==> config.mk <==
export PLATFORM = sky130hd
export DESIGN_NAME = base64_sensor_frame_decoder_core
export DESIGN_NICKNAME = d
export VERILOG_FILES = /design/src/design/b64sfd_pkg.sv /design/src/design/b64sfd_front.sv /design/src/design/b64sfd_queue.sv /design/src/design/b64sfd_back.sv /design/src/design/base64_sensor_frame_decoder_core.sv
export SDC_FILE = /design/constraint.sdc
export NUM_CORES = 1
export LEC_CHECK = 0
export BUFFER_PORTS_ARGS = -buffer_cell sky130_fd_sc_hd__buf_2
export CAP_MARGIN = 25
export CELL_PAD_IN_SITES_DETAIL_PLACEMENT = 1
export CELL_PAD_IN_SITES_GLOBAL_PLACEMENT = 1
export CORE_MARGIN = 3
export CORE_UTILIZATION = 56
export DETAILED_ROUTE_END_ITERATION = 8
export GPL_TIMING_DRIVEN = 0
export PLACE_DENSITY = 0.91
export SETUP_SLACK_MARGIN = 0.15
export SLEW_MARGIN = 10
export SYNTH_ARGS = -nofsm -noshare
export SYNTH_HDL_FRONTEND = slang
export SYNTH_HIERARCHICAL = 1
export SYNTH_SLANG_ARGS = --single-unit
==> constraint.sdc <==
create_clock -name clk_i -period 19.4 [get_ports clk_i]
set_input_delay 0.97 -clock clk_i [delete_from_list [all_inputs] [get_ports clk_i]]
set_output_delay 0.97 -clock clk_i [all_outputs]
set_load 0.1 [all_outputs]
==> src/design/b64sfd_pkg.sv <==
// Types, constants and the base64 character decode shared by the decoder modules.
package b64sfd_pkg;

  localparam int LINE_CHARS = 29;
  localparam int MAX_REPEAT = 64;
  localparam int FRAME_BYTES = 20;
  localparam int QUEUE_DEPTH = 2;

  localparam logic [7:0] LINE_FEED = 8'h0A;
  localparam logic [5:0] COUNT_MAX = 6'd63;
  localparam logic [23:0] ADC_OFFSET = 24'h800000;
  localparam logic [15:0] IMU_OFFSET = 16'h8000;

  // One decoded sample with mid-scale offsets already removed.
  typedef struct packed {
    logic signed [23:0] adc_one;
    logic signed [23:0] adc_two;
    logic signed [15:0] accel_x;
    logic signed [15:0] accel_y;
    logic signed [15:0] accel_z;
    logic signed [15:0] mag_x;
    logic signed [15:0] mag_y;
    logic signed [15:0] mag_z;
    logic               gpio_zero;
    logic               gpio_one;
    logic               charging;
  } sample_t;

  // Characters outside the base64 alphabet decode as zero.
  function automatic logic [5:0] sextet(input logic [7:0] c);
    logic [5:0] v;
    v = 6'd0;
    if (c >= 8'h41 && c <= 8'h5A) begin
      v = 6'(c - 8'h41);
    end else if (c >= 8'h61 && c <= 8'h7A) begin
      v = 6'(c - 8'h61 + 8'd26);
    end else if (c >= 8'h30 && c <= 8'h39) begin
      v = 6'(c - 8'h30 + 8'd52);
    end else if (c == 8'h2B) begin
      v = 6'd62;
    end else if (c == 8'h2F) begin
      v = 6'd63;
    end
    return v;
  endfunction

endpackage

==> src/design/b64sfd_front.sv <==
// Front end: character intake, base64 decode, line framing and sequence gap check.
module b64sfd_front #(
  parameter int MAX_REPEAT = b64sfd_pkg::MAX_REPEAT,
  localparam int CntW = $clog2(MAX_REPEAT + 1)
) (
  input  logic                clk_i,
  input  logic                rst_ni,
  input  logic                in_valid_i,
  output logic                in_stall_o,
  input  logic [7:0]          rx_char_i,
  input  logic                cfg_we_i,
  input  logic                cfg_wdata_i,
  output logic                push_o,
  output b64sfd_pkg::sample_t push_sample_o,
  output logic [CntW-1:0]     push_count_o,
  input  logic                queue_full_i
);

  localparam logic [8:0] MaxRep = 9'(MAX_REPEAT);
  localparam logic [5:0] DataChars = 6'(b64sfd_pkg::LINE_CHARS - 1);
  localparam logic [5:0] LineChars = 6'(b64sfd_pkg::LINE_CHARS);

  logic        gap_fill_enable_q;
  logic [5:0]  char_count_q, char_count_d;
  logic [23:0] acc_q, acc_d;
  logic [7:0]  frame_q [b64sfd_pkg::FRAME_BYTES];
  logic [7:0]  exp_seq_q;
  logic        armed_q;

  logic        accept, is_lf, line_ok, data_pos, wr_en, fwd_gap;
  logic [2:0]  group;
  logic [7:0]  gap;
  logic [8:0]  ext;

  assign in_stall_o = queue_full_i;
  assign accept     = in_valid_i && !queue_full_i;
  assign is_lf      = (rx_char_i == b64sfd_pkg::LINE_FEED);
  assign line_ok    = (char_count_q == LineChars);
  assign data_pos   = (char_count_q < DataChars);
  assign group      = char_count_q[4:2];
  assign wr_en      = accept && !is_lf && data_pos && (char_count_q[1:0] == 2'b11);
  assign acc_d      = {acc_q[17:0], b64sfd_pkg::sextet(rx_char_i)};

  always_comb begin
    char_count_d = char_count_q;
    if (char_count_q != b64sfd_pkg::COUNT_MAX) begin
      char_count_d = char_count_q + 6'd1;
    end
  end

  always_ff @(posedge clk_i or negedge rst_ni) begin
    if (!rst_ni) begin
      gap_fill_enable_q <= 1'b1;
      char_count_q      <= '0;
      acc_q             <= '0;
      exp_seq_q         <= '0;
      armed_q           <= 1'b0;
    end else begin
      if (cfg_we_i) begin
        gap_fill_enable_q <= cfg_wdata_i;
      end
      if (accept) begin
        if (is_lf) begin
          char_count_q <= '0;
          acc_q        <= '0;
          if (line_ok) begin
            exp_seq_q <= frame_q[7] + 8'd1;
            if (fwd_gap) begin
              armed_q <= 1'b1;
            end
          end
        end else begin
          char_count_q <= char_count_d;
          if (data_pos) begin
            acc_q <= acc_d;
          end
        end
      end
    end
  end

  // Each completed group of four characters lands as three bytes; the
  // third byte of the last group falls past the frame and is dropped.
  for (genvar i = 0; i < b64sfd_pkg::FRAME_BYTES; i++) begin : g_frame
    localparam int Grp = i / 3;
    localparam int Slot = i % 3;
    always_ff @(posedge clk_i) begin
      if (wr_en && group == 3'(Grp)) begin
        frame_q[i] <= acc_d[23 - 8 * Slot -: 8];
      end
    end
  end

  assign gap     = frame_q[7] - exp_seq_q;
  assign fwd_gap = (gap != 8'd0) && !gap[7];
  assign ext     = {1'b0, gap} + 9'd1;

  always_comb begin
    push_count_o = CntW'(1);
    if (fwd_gap && armed_q && gap_fill_enable_q) begin
      push_count_o = (ext > MaxRep) ? MaxRep[CntW-1:0] : ext[CntW-1:0];
    end
  end

  assign push_o = accept && is_lf && line_ok;

  always_comb begin
    push_sample_o.adc_one   = $signed({frame_q[2], frame_q[1], frame_q[0]}
                                      ^ b64sfd_pkg::ADC_OFFSET);
    push_sample_o.adc_two   = $signed({frame_q[5], frame_q[4], frame_q[3]}
                                      ^ b64sfd_pkg::ADC_OFFSET);
    push_sample_o.accel_x   = $signed({frame_q[9], frame_q[8]} ^ b64sfd_pkg::IMU_OFFSET);
    push_sample_o.accel_y   = $signed({frame_q[11], frame_q[10]} ^ b64sfd_pkg::IMU_OFFSET);
    push_sample_o.accel_z   = $signed({frame_q[13], frame_q[12]} ^ b64sfd_pkg::IMU_OFFSET);
    push_sample_o.mag_x     = $signed({frame_q[15], frame_q[14]} ^ b64sfd_pkg::IMU_OFFSET);
    push_sample_o.mag_y     = $signed({frame_q[17], frame_q[16]} ^ b64sfd_pkg::IMU_OFFSET);
    push_sample_o.mag_z     = $signed({frame_q[19], frame_q[18]} ^ b64sfd_pkg::IMU_OFFSET);
    push_sample_o.gpio_zero = frame_q[6][5];
    push_sample_o.gpio_one  = frame_q[6][6];
    push_sample_o.charging  = frame_q[6][7];
  end

endmodule

==> src/design/b64sfd_queue.sv <==
// Short queue of decoded samples and their copy counts between front and back.
module b64sfd_queue #(
  parameter int MAX_REPEAT = b64sfd_pkg::MAX_REPEAT,
  localparam int CntW = $clog2(MAX_REPEAT + 1)
) (
  input  logic                clk_i,
  input  logic                rst_ni,
  input  logic                push_i,
  input  b64sfd_pkg::sample_t push_sample_i,
  input  logic [CntW-1:0]     push_count_i,
  output logic                full_o,
  output logic                head_valid_o,
  output b64sfd_pkg::sample_t head_sample_o,
  output logic [CntW-1:0]     head_count_o,
  input  logic                pop_i
);

  localparam int Depth = b64sfd_pkg::QUEUE_DEPTH;
  localparam int PtrW = (Depth > 1) ? $clog2(Depth) : 1;
  localparam int FillW = $clog2(Depth + 1);
  localparam logic [PtrW-1:0] LastPtr = PtrW'(Depth - 1);

  b64sfd_pkg::sample_t sample_q [Depth];
  logic [CntW-1:0]     count_q  [Depth];
  logic [PtrW-1:0]     wr_ptr_q, rd_ptr_q;
  logic [FillW-1:0]    fill_q;

  assign full_o        = (fill_q == FillW'(Depth));
  assign head_valid_o  = (fill_q != '0);
  assign head_sample_o = sample_q[rd_ptr_q];
  assign head_count_o  = count_q[rd_ptr_q];

  always_ff @(posedge clk_i) begin
    if (push_i) begin
      sample_q[wr_ptr_q] <= push_sample_i;
      count_q[wr_ptr_q]  <= push_count_i;
    end
  end

  always_ff @(posedge clk_i or negedge rst_ni) begin
    if (!rst_ni) begin
      wr_ptr_q <= '0;
      rd_ptr_q <= '0;
      fill_q   <= '0;
    end else begin
      if (push_i) begin
        wr_ptr_q <= (wr_ptr_q == LastPtr) ? '0 : wr_ptr_q + PtrW'(1);
      end
      if (pop_i) begin
        rd_ptr_q <= (rd_ptr_q == LastPtr) ? '0 : rd_ptr_q + PtrW'(1);
      end
      if (push_i && !pop_i) begin
        fill_q <= fill_q + FillW'(1);
      end else if (pop_i && !push_i) begin
        fill_q <= fill_q - FillW'(1);
      end
    end
  end

endmodule

==> src/design/b64sfd_back.sv <==
// Back end: output register that sends each queued sample the requested number of times.
module b64sfd_back #(
  parameter int MAX_REPEAT = b64sfd_pkg::MAX_REPEAT,
  localparam int CntW = $clog2(MAX_REPEAT + 1)
) (
  input  logic                clk_i,
  input  logic                rst_ni,
  input  logic                head_valid_i,
  input  b64sfd_pkg::sample_t head_sample_i,
  input  logic [CntW-1:0]     head_count_i,
  output logic                pop_o,
  output logic                out_valid_o,
  input  logic                out_stall_i,
  output b64sfd_pkg::sample_t out_sample_o,
  output logic                out_last_o
);

  logic                out_valid_q;
  logic                last_q;
  logic [CntW-1:0]     rem_q;
  b64sfd_pkg::sample_t sample_q;
  logic                taken, repeat_step;

  assign taken       = out_valid_q && !out_stall_i;
  assign pop_o       = head_valid_i && (!out_valid_q || (taken && last_q));
  assign repeat_step = taken && !last_q;

  always_ff @(posedge clk_i) begin
    if (pop_o) begin
      sample_q <= head_sample_i;
    end
  end

  // rem_q counts the copies not yet taken, the one on the port included.
  always_ff @(posedge clk_i or negedge rst_ni) begin
    if (!rst_ni) begin
      out_valid_q <= 1'b0;
      last_q      <= 1'b0;
      rem_q       <= '0;
    end else begin
      if (pop_o) begin
        out_valid_q <= 1'b1;
        rem_q       <= head_count_i;
        last_q      <= (head_count_i == CntW'(1));
      end else if (repeat_step) begin
        rem_q  <= rem_q - CntW'(1);
        last_q <= (rem_q == CntW'(2));
      end else if (taken) begin
        out_valid_q <= 1'b0;
      end
    end
  end

  assign out_valid_o  = out_valid_q;
  assign out_sample_o = sample_q;
  assign out_last_o   = last_q;

endmodule

==> src/design/base64_sensor_frame_decoder_core.sv <==
// One character is taken per cycle while the sample queue has room; a line feed that
// closes a good line queues a sample at that edge.
// The first copy of a sample passes the queue and then the output register;
// a gapped sample goes out 1 to MAX_REPEAT times, one copy per cycle unless stalled.
// Reset clears counters, sequence state, queue and output valid; gap fill is enabled.
module base64_sensor_frame_decoder_core #(
  parameter int MAX_REPEAT = b64sfd_pkg::MAX_REPEAT
) (
  input  logic               clk_i,
  input  logic               rst_ni,
  input  logic               in_valid_i,
  output logic               in_stall_o,
  input  logic [7:0]         rx_char_i,
  input  logic               cfg_we_i,
  input  logic               cfg_wdata_i,
  output logic               out_valid_o,
  input  logic               out_stall_i,
  output logic signed [23:0] adc_one_o,
  output logic signed [23:0] adc_two_o,
  output logic signed [15:0] accel_x_o,
  output logic signed [15:0] accel_y_o,
  output logic signed [15:0] accel_z_o,
  output logic signed [15:0] mag_x_o,
  output logic signed [15:0] mag_y_o,
  output logic signed [15:0] mag_z_o,
  output logic               gpio_zero_o,
  output logic               gpio_one_o,
  output logic               charging_o,
  output logic               last_o
);

  localparam int CntW = $clog2(MAX_REPEAT + 1);

  logic                push, full, head_valid, pop;
  b64sfd_pkg::sample_t push_sample, head_sample, out_sample;
  logic [CntW-1:0]     push_count, head_count;

  b64sfd_front #(.MAX_REPEAT(MAX_REPEAT)) u_front (
    .clk_i         (clk_i),
    .rst_ni        (rst_ni),
    .in_valid_i    (in_valid_i),
    .in_stall_o    (in_stall_o),
    .rx_char_i     (rx_char_i),
    .cfg_we_i      (cfg_we_i),
    .cfg_wdata_i   (cfg_wdata_i),
    .push_o        (push),
    .push_sample_o (push_sample),
    .push_count_o  (push_count),
    .queue_full_i  (full)
  );

  b64sfd_queue #(.MAX_REPEAT(MAX_REPEAT)) u_queue (
    .clk_i         (clk_i),
    .rst_ni        (rst_ni),
    .push_i        (push),
    .push_sample_i (push_sample),
    .push_count_i  (push_count),
    .full_o        (full),
    .head_valid_o  (head_valid),
    .head_sample_o (head_sample),
    .head_count_o  (head_count),
    .pop_i         (pop)
  );

  b64sfd_back #(.MAX_REPEAT(MAX_REPEAT)) u_back (
    .clk_i         (clk_i),
    .rst_ni        (rst_ni),
    .head_valid_i  (head_valid),
    .head_sample_i (head_sample),
    .head_count_i  (head_count),
    .pop_o         (pop),
    .out_valid_o   (out_valid_o),
    .out_stall_i   (out_stall_i),
    .out_sample_o  (out_sample),
    .out_last_o    (last_o)
  );

  assign adc_one_o   = out_sample.adc_one;
  assign adc_two_o   = out_sample.adc_two;
  assign accel_x_o   = out_sample.accel_x;
  assign accel_y_o   = out_sample.accel_y;
  assign accel_z_o   = out_sample.accel_z;
  assign mag_x_o     = out_sample.mag_x;
  assign mag_y_o     = out_sample.mag_y;
  assign mag_z_o     = out_sample.mag_z;
  assign gpio_zero_o = out_sample.gpio_zero;
  assign gpio_one_o  = out_sample.gpio_one;
  assign charging_o  = out_sample.charging;

endmodule

# ---- Word-level counts from Yosys, hierarchy flattened
# Memory sizes are Yosys's and may differ from the RTL's. A register that Yosys moved wholly into a read port is not among the register bits.
# Index checks and enable logic that the tools add are counted.
# W data, S select, Z words.
dict set report classes {
  add_sub_neg 14
  magnitude_cmp 8
  n_eq_ne 16
  n_mux 89
  bitwise_logic 8
  reduce_logical 64
}
# operator count
set ops {}
lappend ops {{$mux W8} 17}
lappend ops {{$reduce_or A8 Y1} 17}
lappend ops {{$mux W5} 17}
lappend ops {{$mux W6} 7}
lappend ops {{$mux W1} 40}
lappend ops {{$mux W18} 2}
lappend ops {{$mux W7} 4}
lappend ops {{$logic_and A1 B1 Y1} 25}
lappend ops {{$eq A8 B6 Y1 const B} 2}
lappend ops {{$ge A8 B7 Y1 const B} 2}
lappend ops {{$le A8 B7 Y1 const B} 2}
lappend ops {{$reduce_bool A2 Y1} 6}
lappend ops {{$sub A6 B6 Y6 const B} 2}
lappend ops {{$add A8 B1 Y9 const B} 1}
lappend ops {{$eq A3 B3 Y1 const B} 3}
lappend ops {{$gt A9 B7 Y1 const B} 1}
lappend ops {{$add A8 B1 Y8 const B} 1}
lappend ops {{$eq A8 B4 Y1 const B} 1}
lappend ops {{$ge A8 B6 Y1 const B} 1}
lappend ops {{$le A8 B6 Y1 const B} 1}
lappend ops {{$logic_not A1 Y1} 8}
lappend ops {{$not A1 Y1} 8}
lappend ops {{$reduce_bool A8 Y1} 1}
lappend ops {{$sub A8 B8 Y8} 1}
lappend ops {{other kinds (23)} 29}
dict set report word_totals {
  ff_bits 47
  ram_bits 468
  out_inout_bits 150
  elab_cells 213
  mem_count 3
}
# name words word_bits read_ports rd_clocked_by_memory_dff write_ports line
set mem_list {}
lappend mem_list {u_queue.sample_q 2 147 1 1 1 b64sfd_queue.sv:23} ;# b64sfd_pkg::sample_t sample_q [Depth];
lappend mem_list {u_front.frame_q 20 8 20 0 3 b64sfd_front.sv:26} ;# logic [7:0] frame_q [b64sfd_pkg::FRAME_BYTES];
lappend mem_list {u_queue.count_q 2 7 1 0 1 b64sfd_queue.sv:24} ;# logic [CntW-1:0] count_q [Depth];

# ---- Longest topological paths before layout
dict set report depth {
  depth_word 16
  depth_mapped 12
  mapped_depth_nobuf 11
}

# ---- Modules after synthesis
# The synthesis kept the hierarchy.
# module n_inst cells_each area_per_inst_um2
set by_module_without_submodules {}
lappend by_module_without_submodules {b64sfd_queue 1 495 11388.4}
lappend by_module_without_submodules {b64sfd_front 1 601 8371.8}
lappend by_module_without_submodules {b64sfd_back 1 200 4981.0}

# ---- Least setup slack after synthesis
# Ideal clock, no wire load.
dict set report synth_path {
  path_type {input-to-reg}
  startpoint {in rx_char_i[2]}
  endpoint {mem u_queue/count_q[0][0] (netlist bit) (enable)}
  setup_ps 688
  t_arrival_ps 9330
  path_slack_ps 9382
  cell_stages 9
  path_cell_list {clkbuf_1 -> inv_1 -> ha_1 -> nand2_1 -> or3b_1 -> nor2_2 -> nand4b_2 -> inv_1 -> nor2b_1}
}
dict set report synth_between {
  elab_chain_len 5
}
# item line
set synth_rtl {}
lappend synth_rtl {{start: declaration} base64_sensor_frame_decoder_core.sv:13} ;# input logic [7:0] rx_char_i,
lappend synth_rtl {{$eq A8 B4 Y1} b64sfd_front.sv:37} ;# assign is_lf = (rx_char_i == b64sfd_pkg::LINE_FEED);
lappend synth_rtl {{$logic_and A1 B1 Y1 (2 in series)} b64sfd_front.sv:105} ;# assign push_o = accept && is_lf && line_ok;
lappend synth_rtl {{net push} base64_sensor_frame_decoder_core.sv:34} ;# logic push, full, head_valid, pop;
lappend synth_rtl {{$mux W1} b64sfd_queue.sv:34} ;# if (push_i) begin
lappend synth_rtl {{$mux W1 (not written as such)} b64sfd_queue.sv:36} ;# count_q[wr_ptr_q] <= push_count_i;
lappend synth_rtl {{end: declaration} b64sfd_queue.sv:24}
# The timed path passes the listed nets, and every way through them passes these cells.

# ---- Worst setup path in the final report
dict set report layout_path {
  startpoint {in rx_char_i[2]}
  endpoint {mem u_queue/sample_q[1][83] (netlist bit) (enable)}
}
dict set report layout_between {
  elab_chain_len 5
}
# item line
set layout_rtl {}
lappend layout_rtl {{$eq A8 B4 Y1} b64sfd_front.sv:37}
lappend layout_rtl {{$logic_and A1 B1 Y1 (2 in series)} b64sfd_front.sv:105}
lappend layout_rtl {{net push} base64_sensor_frame_decoder_core.sv:34}
lappend layout_rtl {{$mux W1} b64sfd_queue.sv:34}
lappend layout_rtl {{$mux W1 (not written as such)} b64sfd_queue.sv:35} ;# sample_q[wr_ptr_q] <= push_sample_i;
lappend layout_rtl {{end: declaration} b64sfd_queue.sv:23}
# The timed path passes the listed nets, and every way through them passes these cells.

==> summary.txt <==
Most frequent cell after synthesis - edfxtp_1
Synth area leaders - edfxtp_1, mux2_2, dfrtp_1
Max VDD drop - 0.0001023 V
Maxcap violations - 0
Hold buffer count at CTS - 0
Layout Area Growth over Synthesis - 16.73%
Pwr dens - 156.3 nW/um2
Synth Area in Compound Gates - 2.675%
Post-Syn Instances - 1296
CTS-repair resized insts - 0
DR pass1 iterations - 5
First-pass GRT wire length - 95180 um
LEAKAGE - 0.01045 uW
Status - completed
Die width - 216.2 um
Largest net degree at the start of global routing - 159
Sequential area share after synthesis - 78.80%
Number of CTS-inserted buffers - 66
DRC - 0
Post-synth EDFFs - 610
Post-synthesis xor/xnor area fraction - 1.016%
Die area - 46740 um2
#FFs+latches synth - 657
Post-Syn Area - 24740 um2
Routed Antenna Nets - 0
Slew HR - 26.29%
Largest area contributor in the netlist - edfxtp_1
Root Buffer Master - clkbuf_16
Nets - 1591
Final Hold Fails - 0
Clock Sinks - 657
Crit path DAT - 4840 ps
Number of diodes - 0
Most used DFF post-synth - edfxtp_1
Worst Setup End Kind - flip-flop
CTS tree - built
Synth top cells by count - edfxtp_1, mux2_2, buf_4
Final instance area - 28880 um2
Final hold slack - 375.3 ps
Die Y - 216.2 um
Num rows - 76
Tcrit/Tclk final - 23.69%
Post-synthesis mux area share - 7.095%
Avg Cell Area, Syn - 19.09 um2
Final Slew Violations - 0
Min Tclk post-route - 4596 ps
CP required - 19650 ps
Yosys cell types - 80
Largest incremental delay on the critical path - 780 ps
Setup violations, final - 0
Starting density of the core - 57.06%
Port bufs - 161
Setup TNS - 0 ps
Post-DR vias/cell - 5.978
Num ports - 164
Routed WL - 70440 um
Largest family of logic cells by synthesized area - multiplexers
Clock-pin slew on the worst setup and hold paths - 70 ps
Worst skew pair latency - 600 ps
Placed inst area - 26710 um2
Crit path max fanout - 54
CP Class - in -> reg
GR Overflow Total - 0
Synth Area in Adders - 1.345%
Area share of the largest cell type after synthesis - 74.04%
Via count - 13080
Worst Skew - 27.28 ps
Cell Chain, Critical Path - buf_2 -> clkbuf_1 -> inv_1 -> ha_1 -> nand2_1 -> or3b_1 -> nor2_2 -> nand4b_2 -> inv_1 -> and2_4 -> buf_16 -> buf_16
Routability cong. - 0.8229
Setup Fix Bufs, Post-CTS - 0
Clock tree buffer depth - 3
RSZ-0062 raised after global routing - no
Tot GR Track Use - 28.19%
Max Clock Freq - 0.2176 GHz
CP Launch Type - input port
WL/cell - 32.20 um
Synth Area in Simple Gates - 3.237%
CTS H-tree depth - 3
Core ar. - 43360 um2
Iteration-0 DRC count of the detailed router - 1561
Post-DP HPWL - 37890 um
Hold WC Path Type - in -> async
Share of synthesized registers carrying an async set or reset - 7.154%
Worst-Margin Slew - 1100 ps
Vias in the first global route - 13720
Syn_nets - 1336
Synth Warn # - 6
Worst path slowest cell - and2_4
Initial antenna violation count - 3
Share of cells above drive strength 1 - 38.99%
## cell type report
class                   instances  area (um2)
fillers                      3665       14480
multi-input cells             438        3850
inverters                      34       127.6
well taps                     585       732.0
flip-flops and latches        657       19490
clock inverters                18       196.4
clock buffers                 102        1943
repair buffers                187        1217
plain buffers                 167        1320
## metal layers
layer / up-vias / GRT usage [%] / part of all wire (%)
met2: 809 / 49.33 / 52
met3: 173 / 6.071 / 7.4
met4: 6 / 10.79 / 3.7
met1: 6789 / 34.66 / 37
met5: - / 0 / 0.057
li1: 5303 / - / -
## power by group
part	leakage [uW]	switching [uW]	internal, uW
Clock	0.00103	566	747
Combinational	0.00328	1010	288
Sequential	0.00613	148	1760
Total	0.0104	1720	2790
## kinds of logic after synthesis
group / count (synthesis)
XOR/XNOR: 27
multiplexers: 156
flip-flops: 657
AND/OR/NAND/NOR: 145
AO/OA/AOI/OAI: 84
buffers and inverters: 201
adder cells (fa/ha/maj): 26
## critical path, delay by kind of cell
| family | cells | cell delay [ps] |
|---|---|---|
| adder cells (fa/ha/maj) | 1 | 280 |
| buffers and inverters | 6 | 1470 |
| AND/OR/NAND/NOR | 5 | 1990 |
## per-stage QoR
stage	std cells	total power, uW	worst slack, ps	utilization [%]
5_1_grt	2188	4623	14610	66.61
4_1_cts	2186	4473	14910	66.53
3_5_place_dp	2066	3169	14350	61.59
6_report	2188	4514	14800	66.61
3_3_place_gp	2042	3095	4664	60.60
2_1_floorplan	1296	2862	9382	-
## placed cells by master (no fill, tap or decap), drive strengths merged, types with 3 or more instances in the layout
cell / count
nor2b: 5
or2: 3
nand2: 27
edfxtp: 610
nor3: 10
a211oi: 3
xnor2: 10
dfrtp: 46
clkinv: 10
inv: 36
bufinv: 4
nor4: 3
a21o: 3
nor2: 40
mux2: 155
o211ai: 3
ha: 25
or3: 4
a21oi: 16
o21ai: 14
nand2b: 4
buf: 338
clkbuf: 118
a221o: 6
nand3: 15
a22o: 17
nor3b: 11
o22ai: 3
xor2: 17
and3: 6
## final timing paths
kind	from	end	slack (ps)	cells past startpoint
max	rx_char_i[2]	u_queue/sample_q[1][83]	14800	12
min	rst_ni	u_front/char_count_q[1]	380	1
max reg2reg	u_queue/fill_q[1]	u_front/frame_q[0][8]	15680	8
min reg2reg	u_queue/fill_q[1]	u_queue/fill_q[1]	490	1
max in group asynchronous	rst_ni	u_front/exp_seq_q[6]	18440	2
min in group clk_i	u_queue/fill_q[1]	u_queue/fill_q[1]	490	1
## sequential cells by signal (all words and copies together), names as in the netlist, 2 cells and up
name	count
u_front/char_count_q	6
u_back/out_sample_o	147
u_queue/count_q	14
u_front/exp_seq_q	8
u_back/rem_q	7
u_queue/sample_q	294
u_front/acc_q	18
u_queue/fill_q	2
u_front/frame_q	155
Note: power is estimated with default switching activity, not from simulation.
